===== src/design/rwl_pkg.sv =====
// Shared types, codes and constants for the reader-writer lock unit.
// No dependencies; every other file of the block imports this package.
package rwl_pkg;

    // Width of the owner and waiter counters.
    localparam int COUNT_BITS = 10;
    // Width of the count fields on the result beat.
    localparam int OUT_BITS   = 10;
    localparam int WIDE_BITS  = (COUNT_BITS > OUT_BITS) ? COUNT_BITS : OUT_BITS;

    localparam int MODE_BITS  = 3;
    localparam int SPIN_BITS  = 16;
    localparam int STAT_BITS  = 3;

    // Depth of the command queue between front and back.
    localparam int QUEUE_DEPTH = 2;
    localparam int QPTR_BITS   = (QUEUE_DEPTH > 1) ? $clog2(QUEUE_DEPTH) : 1;
    localparam int QCNT_BITS   = $clog2(QUEUE_DEPTH + 1);

    // Stream payload widths, padded to whole bytes.
    localparam int S_DATA_BITS = ((MODE_BITS + SPIN_BITS + 7) / 8) * 8;
    localparam int M_FIELD_BITS = STAT_BITS + 1 + OUT_BITS + 1 + OUT_BITS;
    localparam int M_DATA_BITS = ((M_FIELD_BITS + 7) / 8) * 8;

    localparam logic [COUNT_BITS-1:0] CNT_MAX  = '1;
    localparam logic [COUNT_BITS-1:0] CNT_ZERO = '0;
    localparam logic [COUNT_BITS-1:0] CNT_ONE  = COUNT_BITS'(1);
    localparam logic [OUT_BITS-1:0]   OUT_MAX  = '1;

    typedef logic [COUNT_BITS-1:0] count_t;
    typedef logic [OUT_BITS-1:0]   out_count_t;

    // Request operation, decoded from the mode field.
    typedef enum logic [MODE_BITS-1:0] {
        OP_ACQ_EXCL  = 3'd0,
        OP_ACQ_SHRD  = 3'd1,
        OP_REL_EXCL  = 3'd2,
        OP_REL_SHRD  = 3'd3,
        OP_TRY_EXCL  = 3'd4,
        OP_TRY_SHRD  = 3'd5,
        OP_WAKE_DONE = 3'd6,
        OP_INVALID   = 3'd7
    } op_t;

    typedef enum logic [STAT_BITS-1:0] {
        ST_GRANTED = 3'd0,
        ST_RETRY   = 3'd1,
        ST_QUEUED  = 3'd2,
        ST_REFUSED = 3'd3,
        ST_FULL    = 3'd4,
        ST_MISUSE  = 3'd5
    } status_t;

    // Classified request as it travels from front to back.
    typedef struct packed {
        op_t  op;
        logic spin_done;   // attempt count has reached the spin limit
    } cmd_t;

    // Clip a counter value to the width of the result fields.
    function automatic out_count_t clip_out(input count_t v);
        logic [WIDE_BITS-1:0] wide;
        logic [WIDE_BITS-1:0] lim;
        wide = WIDE_BITS'(v);
        lim  = WIDE_BITS'(OUT_MAX);
        return (wide > lim) ? OUT_MAX : wide[OUT_BITS-1:0];
    endfunction

endpackage


===== src/design/rwl_front.sv =====
// Front end: accepts request beats, holds the spin limit register and
// classifies each request into a command. Depends on rwl_pkg.
module rwl_front (
    input  logic                           aclk,
    input  logic                           aresetn,
    input  logic                           cfg_valid,
    output logic                           cfg_ready,
    input  logic [rwl_pkg::SPIN_BITS-1:0]  cfg_data,
    input  logic                           s_tvalid,
    output logic                           s_tready,
    input  logic [rwl_pkg::S_DATA_BITS-1:0] s_tdata,
    output logic                           push_valid,
    input  logic                           push_ready,
    output rwl_pkg::cmd_t                  push_cmd
);
    import rwl_pkg::*;

    logic [SPIN_BITS-1:0] spin_limit_reg;
    logic [SPIN_BITS-1:0] spin_limit_next;
    logic [MODE_BITS-1:0] mode;
    logic [SPIN_BITS-1:0] attempt_count;

    assign cfg_ready = 1'b1;
    assign spin_limit_next = (cfg_valid) ? cfg_data : spin_limit_reg;

    always_ff @(posedge aclk) begin
        if (!aresetn) begin
            spin_limit_reg <= '0;
        end else begin
            spin_limit_reg <= spin_limit_next;
        end
    end

    assign mode          = s_tdata[MODE_BITS-1:0];
    assign attempt_count = s_tdata[MODE_BITS+SPIN_BITS-1:MODE_BITS];

    assign s_tready   = push_ready;
    assign push_valid = s_tvalid;

    always_comb begin
        push_cmd.op        = op_t'(mode);
        push_cmd.spin_done = (attempt_count >= spin_limit_reg);
    end

endmodule


===== src/design/rwl_queue.sv =====
// Short command queue decoupling the front end from the back end.
// Depends on rwl_pkg for the command type and depth.
module rwl_queue (
    input  logic          aclk,
    input  logic          aresetn,
    input  logic          in_valid,
    output logic          in_ready,
    input  rwl_pkg::cmd_t in_cmd,
    output logic          out_valid,
    input  logic          out_ready,
    output rwl_pkg::cmd_t out_cmd
);
    import rwl_pkg::*;

    cmd_t                 entry_reg [QUEUE_DEPTH];
    logic [QPTR_BITS-1:0] wr_ptr_reg, wr_ptr_next;
    logic [QPTR_BITS-1:0] rd_ptr_reg, rd_ptr_next;
    logic [QCNT_BITS-1:0] count_reg, count_next;
    logic                 push, pop;

    assign in_ready  = (count_reg != QCNT_BITS'(QUEUE_DEPTH));
    assign out_valid = (count_reg != '0);
    assign out_cmd   = entry_reg[rd_ptr_reg];
    assign push      = in_valid && in_ready;
    assign pop       = out_valid && out_ready;

    always_comb begin
        wr_ptr_next = wr_ptr_reg;
        rd_ptr_next = rd_ptr_reg;
        count_next  = count_reg;
        if (push) begin
            wr_ptr_next = (wr_ptr_reg == QPTR_BITS'(QUEUE_DEPTH - 1)) ? '0
                        : wr_ptr_reg + QPTR_BITS'(1);
        end
        if (pop) begin
            rd_ptr_next = (rd_ptr_reg == QPTR_BITS'(QUEUE_DEPTH - 1)) ? '0
                        : rd_ptr_reg + QPTR_BITS'(1);
        end
        if (push && !pop) begin
            count_next = count_reg + QCNT_BITS'(1);
        end else if (pop && !push) begin
            count_next = count_reg - QCNT_BITS'(1);
        end
    end

    always_ff @(posedge aclk) begin
        if (!aresetn) begin
            wr_ptr_reg <= '0;
            rd_ptr_reg <= '0;
            count_reg  <= '0;
        end else begin
            wr_ptr_reg <= wr_ptr_next;
            rd_ptr_reg <= rd_ptr_next;
            count_reg  <= count_next;
        end
    end

    // payload storage, no reset
    always_ff @(posedge aclk) begin
        if (push) begin
            entry_reg[wr_ptr_reg] <= in_cmd;
        end
    end

endmodule


===== src/design/rwl_back.sv =====
// Back end: applies one command per cycle to the lock state while the result
// register can take a beat, and registers the result beat. Depends on rwl_pkg.
module rwl_back (
    input  logic                            aclk,
    input  logic                            aresetn,
    input  logic                            cmd_valid,
    output logic                            cmd_ready,
    input  rwl_pkg::cmd_t                   cmd,
    output logic                            m_tvalid,
    input  logic                            m_tready,
    output logic [rwl_pkg::M_DATA_BITS-1:0] m_tdata
);
    import rwl_pkg::*;

    logic   owned_reg, owned_next;
    logic   waking_reg, waking_next;
    count_t readers_reg, readers_next;
    count_t sh_wait_reg, sh_wait_next;
    count_t ex_wait_reg, ex_wait_next;

    logic                   m_valid_reg, m_valid_next;
    logic [M_DATA_BITS-1:0] m_data_reg, m_data_next;

    status_t status;
    logic    wake_x;
    count_t  wake_s;
    logic    take;
    logic    ex_pending;

    // output register frees up when empty or being taken
    assign cmd_ready  = !m_valid_reg || m_tready;
    assign take       = cmd_valid && cmd_ready;
    assign ex_pending = waking_reg || (ex_wait_reg != CNT_ZERO);

    always_comb begin
        owned_next   = owned_reg;
        waking_next  = waking_reg;
        readers_next = readers_reg;
        sh_wait_next = sh_wait_reg;
        ex_wait_next = ex_wait_reg;
        status       = ST_MISUSE;
        wake_x       = 1'b0;
        wake_s       = CNT_ZERO;

        unique case (cmd.op)
            OP_ACQ_EXCL: begin
                if (!owned_reg && !waking_reg) begin
                    owned_next = 1'b1;
                    status     = ST_GRANTED;
                end else if (!cmd.spin_done) begin
                    status = ST_RETRY;
                end else if (ex_wait_reg == CNT_MAX) begin
                    status = ST_FULL;
                end else begin
                    ex_wait_next = ex_wait_reg + CNT_ONE;
                    status       = ST_QUEUED;
                end
            end
            OP_ACQ_SHRD, OP_TRY_SHRD: begin
                // shared grant first; a blocking acquire falls back to spin/queue
                if (!ex_pending && !owned_reg && readers_reg == CNT_ZERO) begin
                    owned_next   = 1'b1;
                    readers_next = CNT_ONE;
                    status       = ST_GRANTED;
                end else if (!ex_pending && owned_reg && readers_reg != CNT_ZERO) begin
                    if (readers_reg == CNT_MAX) begin
                        status = ST_FULL;
                    end else begin
                        readers_next = readers_reg + CNT_ONE;
                        status       = ST_GRANTED;
                    end
                end else if (cmd.op == OP_TRY_SHRD) begin
                    status = ST_REFUSED;
                end else if (!cmd.spin_done) begin
                    status = ST_RETRY;
                end else if (sh_wait_reg == CNT_MAX) begin
                    status = ST_FULL;
                end else begin
                    sh_wait_next = sh_wait_reg + CNT_ONE;
                    status       = ST_QUEUED;
                end
            end
            OP_REL_EXCL: begin
                if (owned_reg && readers_reg == CNT_ZERO) begin
                    if (ex_wait_reg != CNT_ZERO) begin
                        ex_wait_next = ex_wait_reg - CNT_ONE;
                        waking_next  = 1'b1;
                        wake_x       = 1'b1;
                    end else begin
                        wake_s       = sh_wait_reg;
                        sh_wait_next = CNT_ZERO;
                    end
                    owned_next = 1'b0;
                    status     = ST_GRANTED;
                end
            end
            OP_REL_SHRD: begin
                if (owned_reg && readers_reg != CNT_ZERO) begin
                    if (readers_reg != CNT_ONE) begin
                        readers_next = readers_reg - CNT_ONE;
                    end else begin
                        readers_next = CNT_ZERO;
                        owned_next   = 1'b0;
                        if (ex_wait_reg != CNT_ZERO) begin
                            ex_wait_next = ex_wait_reg - CNT_ONE;
                            waking_next  = 1'b1;
                            wake_x       = 1'b1;
                        end
                    end
                    status = ST_GRANTED;
                end
            end
            OP_TRY_EXCL: begin
                if (owned_reg || waking_reg) begin
                    status = ST_REFUSED;
                end else begin
                    owned_next = 1'b1;
                    status     = ST_GRANTED;
                end
            end
            OP_WAKE_DONE: begin
                if (waking_reg && !owned_reg && readers_reg == CNT_ZERO) begin
                    waking_next = 1'b0;
                    owned_next  = 1'b1;
                    status      = ST_GRANTED;
                end
            end
            OP_INVALID: begin
                status = ST_MISUSE;
            end
            default: begin
                status = ST_MISUSE;
            end
        endcase
    end

    // result beat: status, wake_exclusive, wake_shared_count, owned_now, readers_now
    always_comb begin
        m_valid_next = m_valid_reg;
        m_data_next  = m_data_reg;
        if (take) begin
            m_valid_next = 1'b1;
            m_data_next  = M_DATA_BITS'({clip_out(readers_next), owned_next,
                                         clip_out(wake_s), wake_x, status});
        end else if (m_tready) begin
            m_valid_next = 1'b0;
        end
    end

    always_ff @(posedge aclk) begin
        if (!aresetn) begin
            owned_reg   <= 1'b0;
            waking_reg  <= 1'b0;
            readers_reg <= CNT_ZERO;
            sh_wait_reg <= CNT_ZERO;
            ex_wait_reg <= CNT_ZERO;
            m_valid_reg <= 1'b0;
        end else begin
            if (take) begin
                owned_reg   <= owned_next;
                waking_reg  <= waking_next;
                readers_reg <= readers_next;
                sh_wait_reg <= sh_wait_next;
                ex_wait_reg <= ex_wait_next;
            end
            m_valid_reg <= m_valid_next;
        end
    end

    always_ff @(posedge aclk) begin
        m_data_reg <= m_data_next;
    end

    assign m_tvalid = m_valid_reg;
    assign m_tdata  = m_data_reg;

endmodule


===== src/design/reader_writer_lock_unit.sv =====
// Top level of the reader-writer lock unit: front end, command queue, back end.
// Depends on rwl_pkg, rwl_front, rwl_queue and rwl_back.
//
// Hardware reader-writer lock with waiter counts. Every request beat on the
// s_ channel yields exactly one result beat on the m_ channel, in order.
// The block takes one request per cycle and keeps that rate as long as the
// result side takes one beat per cycle; an accepted request passes through the
// command queue and then the output register on its way to its result beat.
// The lock state (owned, waking, reader count, shared and exclusive waiter
// counts) lives in the back end and is updated once per request, which sets
// the one-per-cycle rate. The front end decodes the mode and compares the
// attempt count against spin_limit; a two-beat queue lets input and output
// stall independently. spin_limit resets to 0 and is written through the
// cfg_ channel, which is always ready; write it only while idle.
// Counts saturate with a "count full" status; mismatched releases and mode 7
// return "misuse" and leave the state untouched.
module reader_writer_lock_unit (
    input  logic                             aclk,
    input  logic                             aresetn,
    // configuration: spin_limit[15:0]
    input  logic                             cfg_valid,
    output logic                             cfg_ready,
    input  logic [rwl_pkg::SPIN_BITS-1:0]    cfg_data,
    // requests: mode[2:0], attempt_count[18:3], zero pad above
    input  logic                             s_tvalid,
    output logic                             s_tready,
    input  logic [rwl_pkg::S_DATA_BITS-1:0]  s_tdata,
    // results: status[2:0], wake_exclusive[3], wake_shared_count[13:4],
    //          owned_now[14], readers_now[24:15], zero pad above
    output logic                             m_tvalid,
    input  logic                             m_tready,
    output logic [rwl_pkg::M_DATA_BITS-1:0]  m_tdata
);
    import rwl_pkg::*;

    logic push_valid, push_ready;
    cmd_t push_cmd;
    logic pop_valid, pop_ready;
    cmd_t pop_cmd;

    // decode and spin check
    rwl_front u_front (
        .aclk       (aclk),
        .aresetn    (aresetn),
        .cfg_valid  (cfg_valid),
        .cfg_ready  (cfg_ready),
        .cfg_data   (cfg_data),
        .s_tvalid   (s_tvalid),
        .s_tready   (s_tready),
        .s_tdata    (s_tdata),
        .push_valid (push_valid),
        .push_ready (push_ready),
        .push_cmd   (push_cmd)
    );

    // decoupling queue
    rwl_queue u_queue (
        .aclk      (aclk),
        .aresetn   (aresetn),
        .in_valid  (push_valid),
        .in_ready  (push_ready),
        .in_cmd    (push_cmd),
        .out_valid (pop_valid),
        .out_ready (pop_ready),
        .out_cmd   (pop_cmd)
    );

    // lock state and result register
    rwl_back u_back (
        .aclk      (aclk),
        .aresetn   (aresetn),
        .cmd_valid (pop_valid),
        .cmd_ready (pop_ready),
        .cmd       (pop_cmd),
        .m_tvalid  (m_tvalid),
        .m_tready  (m_tready),
        .m_tdata   (m_tdata)
    );

endmodule


===== config.mk =====
export PLATFORM = sky130hd
export DESIGN_NAME = reader_writer_lock_unit
export DESIGN_NICKNAME = d
export VERILOG_FILES = /design/src/design/rwl_pkg.sv /design/src/design/rwl_front.sv /design/src/design/rwl_queue.sv /design/src/design/rwl_back.sv /design/src/design/reader_writer_lock_unit.sv
export SDC_FILE = /design/constraint.sdc
export NUM_CORES = 1
export LEC_CHECK = 0
export BUFFER_PORTS_ARGS = -buffer_cell sky130_fd_sc_hd__buf_2
export CORE_MARGIN = 2
export CORE_UTILIZATION = 24
export DETAILED_ROUTE_END_ITERATION = 8
export PLACE_DENSITY = 0.46
export SLEW_MARGIN = 0
export SYNTH_ARGS = -nofsm -noshare
export SYNTH_HDL_FRONTEND = slang
export SYNTH_SLANG_ARGS = --single-unit

===== constraint.sdc =====
create_clock -name aclk -period 3.4 [get_ports aclk]
set_clock_uncertainty 0.05 [all_clocks]
set_input_delay 0.34 -clock aclk [delete_from_list [all_inputs] [get_ports aclk]]
set_output_delay 0.34 -clock aclk [all_outputs]
set_load 0.02 [all_outputs]

==> flow_summary.toml, run 1 <==
[outcome]
status = "finished clean"

[finish]
layout-drive-gt1-share_pct = 17.9
register_area_sq_um = 2070
nets = 736
antenna_cells = 0
multiInputGateArea_sq_um = 2940
fillerInstances = 2298
largest_reg_flops = 25
syn_to_final_growth_pct = 20.1

[synth]
synth_edf_count = 33
synth.distinct_cells = 68
synth_top_area_share_pct = 20.5
netlist_top_cells_count = "71 x nor2_1, 54 x dfxtp_1, 39 x a21oi_1"
async_reset_ff_share_pct = 0
synth_area_sq_um = 5260
ys.flop_type = "dfxtp_1"
syn_area_per_cell_sq_um = 8.95
syn_inst = 588
synth_area_leaders = "dfxtp_1 21%, edfxtp_1 19%, ha_1 6.9%, mux2i_1 5.3%, nor2_1 5.1%"
synth_seq_area_share_pct = 39.4
synth_top_area_cell = "dfxtp_1"
yosys_warnings = 0
ys_seq_elements = 87
yosysMostFrequentCell = "nor2_1"

[route]
vias = 4519
drc = 0
drt_iter0_drc = 295
drtAntennaViolNets = 0
via_per_inst = 4.78
wl_per_cell_um = 14.4
firstDrtPassIters = 6
routed_wl_um = 13600

[worst_hold_path]
worstHoldPathType = "in -> reg"

[placement]
gp_congestion = 0.848
portBuffers = 66
dp_hpwl_um = 10100

[worst_setup_path]
cp.required_ns = 3.57
crit_path_end = "u_back.ex_wait_reg[9]$_SDFFE_PN0P_"
regToRegSetupSlack_ns = 0.55
reg2reg_depth = 11
critical_path_arrival_ns = 3.02
crit_type = "reg -> reg"
startpoint_type = "register"
cp_max_fo = 12
rr_endpoint = "u_back.ex_wait_reg[9]$_SDFFE_PN0P_"
cp-end-kind = "register"

[global_route]
grt-ovfl-total = 0
antenna_found_initial = 0
grt_usage_pct = 11.8
grt_pass1_wl_um = 22300
top_usage_layer = "met2"
grt_max_degree = 30
gr-usage-met2_pct = 17.2
met3_usage_pct = 3.68
grtUsageMet1_pct = 16.8
grt_pass1_vias = 4211

[sta]
setup_viol = 0
hold_viol_final = 0
fin_crit_sh_pct = 83.8
final.min_clock_period_ns = 2.85
worst_pin_slew_ns = 1.13
slew_viol_final = 0
fin_setup_tns_ns = 0
slew_headroom_pct = 23.8
rsz0062_at_grt = "false"
max_freq_mhz = 351

[floorplan]
die_area_sq_um = 23100
start_util_pct = 24.3
dieHeight_um = 152
row_count = 54
die_width_um = 152
core_area_sq_um = 21700
ioPinCount = 80

[power]
p_total_mw = 4.94
power_density_nw_per_um2 = 782
max-vdd-ir-drop_mv = 0.341
leakagePower_nw = 2.54

[cts]
clock-sinks = 87
postCtsHoldBufs = 0
cts_made_buffers = 9
htreeDepth = 3
ctsRootBufferMaster = "clkbuf_16"
cts-resized-gates = 0
clock_path_buffers = 2
cts_tree = "done"
cts_setup_buffers = 0
path_clk_slew_ns = 0.06
clk_latency_ns = 0.35

[job]
maxCapViolCount = 0
## metrics by stage
step / setup WS [ns] / area [sq um] / hold WS [ns] / std cells / util [%]
finish: 0.549 / 6320 / 0.139 / 946 / 29.1
detailed placement: 0.529 / 5960 / 0.436 / 930 / 27.5
global placement: 0.574 / 5960 / 0.427 / 930 / 27.5
floorplan: 0.256 / 5280 / 0.389 / 594 / -
global route: 0.305 / 6320 / 0.122 / 946 / 29.1
CTS: 0.509 / 6320 / 0.123 / 946 / 29.1
## critical path: stages (launching register included)
cell and delay [ns]:
dfxtp_1 0.60, mux2i_1 0.28, buf_4 0.23, ha_1 0.25, a21oi_1 0.20, o211ai_1 0.16
o41ai_1 0.27, buf_4 0.18, nor2_1 0.06, nor4b_4 0.24, xnor2_1 0.15, nor2_1 0.05
## layer usage
metal	vias to the layer above	part of all wire [%]
li1	2286	-
met1	2083	51
met2	136	41
met3	14	6.5
met4	0	1.4
met5	-	0
## cells in the final DEF (no fill, tap or decap), types with 9 or more instances in the layout
cell type and instances:
buf_4 22, nand4_1 9, nor3_1 17, nor4_1 9
clkbuf_16 9, xor2_1 14, o21ai_0 30, nand3_1 27
a21oi_1 39, buf_2 66, mux2i_1 28, nor2_1 71
inv_1 26, a31oi_1 9, nand2_1 36, edfxtp_1 33
and2_1 10, dfxtp_1 54, ha_1 29
## power breakdown
group | switching (mW) | internal (mW)
registers | 0.164 | 1.39
clock network | 0.418 | 0.792
logic | 1.42 | 0.759
## final cells by class
| type | instances | share of cell area [%] |
|---|---|---|
| multi-input cells | 447 | 46.5 |
| clock inverters | 6 | 2.10 |
| well taps | 280 | 5.54 |
| repair buffers | 88 | 7.84 |
| clock buffers | 10 | 3.62 |
| inverters | 28 | 1.66 |
| flip-flops and latches | 87 | 32.8 |
## logic make-up after synthesis
kind of cell | synth area share [%]
AND/OR/NAND/NOR | 21.8
AO/OA/AOI/OAI | 17.4
flip-flops | 39.4
buffers and inverters | 5.23
adder cells (fa/ha/maj) | 7.28
multiplexers | 5.33
XOR/XNOR | 3.50
other | 0.143
## worst min-delay path by stage
stage,depth (start not counted),endpoint,slack (ns),startpoint
2_1_floorplan,0,u_queue.entry_reg[0][1]$_DFFE_PP_,0.39,s_tdata[0]
3_3_place_gp,2,u_front.spin_limit_reg[3]$_SDFFE_PN0P_,0.43,u_front.spin_limit_reg[3]$_SDFFE_PN0P_
3_5_place_dp,2,u_front.spin_limit_reg[2]$_SDFFE_PN0P_,0.44,u_front.spin_limit_reg[2]$_SDFFE_PN0P_
4_1_cts,1,u_queue.entry_reg[1][3]$_DFFE_PP_,0.12,s_tdata[2]
5_1_grt,1,u_queue.entry_reg[0][3]$_DFFE_PP_,0.12,s_tdata[2]
6_report,1,u_queue.entry_reg[1][3]$_DFFE_PP_,0.14,s_tdata[2]
Note: power is estimated with default switching activity, not from simulation.
==> run 2, diff against run 1 <==
==> constraint.sdc (replaced) <==
create_clock -name aclk -period 2.3 [get_ports aclk]
set_clock_uncertainty 0.05 [all_clocks]
set_input_delay 0.23 -clock aclk [delete_from_list [all_inputs] [get_ports aclk]]
set_output_delay 0.23 -clock aclk [all_outputs]
set_load 0.02 [all_outputs]
==> flow_summary.toml, run 2 (same netlist as run 1, synthesis figures left out) <==
[global_route]
grt_usage_pct = 12.9
grt_pass1_wl_um = 24200
antenna_found_initial = 0
grt-ovfl-total = 0
grt_max_degree = 35
grt_pass1_vias = 4733

[worst_hold_path]
min_to = "u_queue.entry_reg[0][2]$_DFFE_PP_"
worstHoldPathType = "in -> reg"
hp-start = "s_tdata[1]"
whs_path_depth = 1

[power]
power_density_nw_per_um2 = 1170
max-vdd-ir-drop_mv = 0.472
leakagePower_nw = 3.30

[route]
wl_per_cell_um = 14.1
drc = 0
wl_met1_um = 7240
wl_met2_um = 6540
routed_wl_um = 15100
via_per_inst = 4.64
wl_met3_um = 997
drt_iter0_drc = 291
drtAntennaViolNets = 0
firstDrtPassIters = 4
maxUsedRoutingLayer = "met4"
vias = 4944

[sta]
fin_crit_sh_pct = 106
max_freq_mhz = 409
worst_pin_slew_ns = 0.505
slew_headroom_pct = 66.2
fin_setup_tns_ns = -0.873
setup_viol = 25
slew_viol_final = 0
timing.final.ws_setup_ns = -0.146
hold_viol_final = 0
final.min_clock_period_ns = 2.45
rsz0062_at_grt = "true"

[finish]
mostFrequentLayoutCells = "116 x buf_4, 66 x buf_2, 64 x nor2_1"
antenna_cells = 0
layout-drive-gt1-share_pct = 42.5
layout.cells.most_common = "buf_4"
syn_to_final_growth_pct = 50.2
fillerInstances = 2199
instances_no_fill = 1066
nets = 856
largest_reg_flops = 25
fin_util_pct = 36.4

[worst_setup_path]
cp.required_ns = 2.47
cp_cell_sequence = "or4_4, nor2_8, a2bb2oi_2, or4b_4, nor4b_4, xnor2_1, nor2_1"
cp-end-kind = "register"
reg2reg_from = "u_back.readers_reg[3]$_SDFFE_PN0P_"
startpoint_type = "register"
critical_path_arrival_ns = 2.62
cp_max_fo = 4
regToRegSetupSlack_ns = -0.15
max_stage_delay_ns = 0.63
rr_endpoint = "u_back.ex_wait_reg[9]$_SDFFE_PN0P_"
crit_type = "reg -> reg"
critPathSlowestCell = "or4_4"
reg2reg_depth = 7

[cts]
ctsRootBufferMaster = "clkbuf_16"
clock_path_buffers = 2
htreeDepth = 3
cts_made_buffers = 9
clk_latency_ns = 0.35
cts_tree = "done"
clock-sinks = 87
postCtsHoldBufs = 0
path_clk_slew_ns = 0.07

[outcome]
violations = "negative setup slack"
status = "finished, violations left"

[placement]
dp_hpwl_um = 10900
gp_congestion = 0.853
portBuffers = 66
placed_cells = 1026

[floorplan]
row_count = 54
dieHeight_um = 152
ioPinCount = 80
core_area_sq_um = 21700
start_util_pct = 24.3
die_area_sq_um = 23100
die_width_um = 152

[job]
maxCapViolCount = 0
==> run 2: cell count changes in the layout (fill, tap and decap cells not counted), moves of 7 or more <==
| cell | previous run | this run |
|---|---|---|
| nand3_1 | 27 | 16 |
| nor2_1 | 71 | 64 |
| a21oi_1 | 39 | 20 |
| nand3_2 | 0 | 8 |
| dfxtp_2 | 0 | 8 |
| buf_4 | 22 | 116 |
| nor3_1 | 17 | 9 |
| buf_6 | 0 | 20 |
| a21oi_2 | 0 | 17 |
| dfxtp_1 | 54 | 46 |
==> run 2: timing repair <==
action | CTS | global route
setup endpoints to repair | 30 | 45
pin swaps | 28 | 39
resized for setup | 47 | 88
buffers inserted | 4 | 22
cloned | 0 | 1
==> run 2: layout make-up <==
type	instances	area (sq um)	area share, %
clock inverters	6	91.3	1.16
flip-flops and latches	87	2080	26.4
inverters	28	105	1.33
multi-input cells	447	3500	44.3
clock buffers	10	229	2.90
well taps	280	350	4.43
repair buffers	208	1550	19.6
==> run 2: per-layer routing <==
| layer | vias up | track usage (%) |
|---|---|---|
| li1 | 2523 | - |
| met1 | 2272 | 17.8 |
| met2 | 124 | 19.2 |
| met3 | 25 | 3.74 |
| met4 | 0 | 4.41 |
| met5 | - | 0 |
==> run 2: worst max-delay path, delay by kind of cell, from the launching register on <==
| family | cells | cell delay [ns] |
|---|---|---|
| and+or+nand+nor | 5 | 1.71 |
| AOI/OAI and AO/OA | 1 | 0.07 |
| xor gates and xnor gates | 1 | 0.15 |
| DFF | 1 | 0.33 |
==> run 2: how the worst max path moves through the flow <==
stage	startpoint	end
floorplan	u_queue.entry_reg[1][3]$_DFFE_PP_	u_back.ex_wait_reg[9]$_SDFFE_PN0P_
global placement	u_back.readers_reg[5]$_SDFFE_PN0P_	u_back.m_tdata[1]$_DFFE_PP_
detailed placement	u_back.readers_reg[5]$_SDFFE_PN0P_	u_back.ex_wait_reg[9]$_SDFFE_PN0P_
CTS	u_back.readers_reg[5]$_SDFFE_PN0P_	u_back.ex_wait_reg[9]$_SDFFE_PN0P_
global route	u_queue.entry_reg[1][2]$_DFFE_PP_	u_back.ex_wait_reg[8]$_SDFFE_PN0P_
finish	u_back.readers_reg[3]$_SDFFE_PN0P_	u_back.ex_wait_reg[9]$_SDFFE_PN0P_
==> run 2: stage by stage <==
| step | hold WS (ns) | power (mW) | instance area [sq um] | worst slack, ns |
|---|---|---|---|---|
| 2_1_floorplan | 0.279 | 4.70 | 5390 | -0.258 |
| 3_3_place_gp | 0.372 | 6.47 | 6780 | -0.141 |
| 3_5_place_dp | 0.371 | 6.45 | 6780 | -0.167 |
| 4_1_cts | 0.00156 | 8.41 | 7310 | -0.146 |
| 5_1_grt | 0.00862 | 9.82 | 7900 | -0.244 |
| 6_report | 0.0169 | 9.27 | 7900 | -0.146 |
==> run 2: report_power, final <==
group / total [mW] / switching [mW] / internal, mW
sequential: 2.24 / 0.181 / 2.06
clock: 1.62 / 0.658 / 0.961
combinational: 5.42 / 2.86 / 2.56
total: 9.27 / 3.69 / 5.58
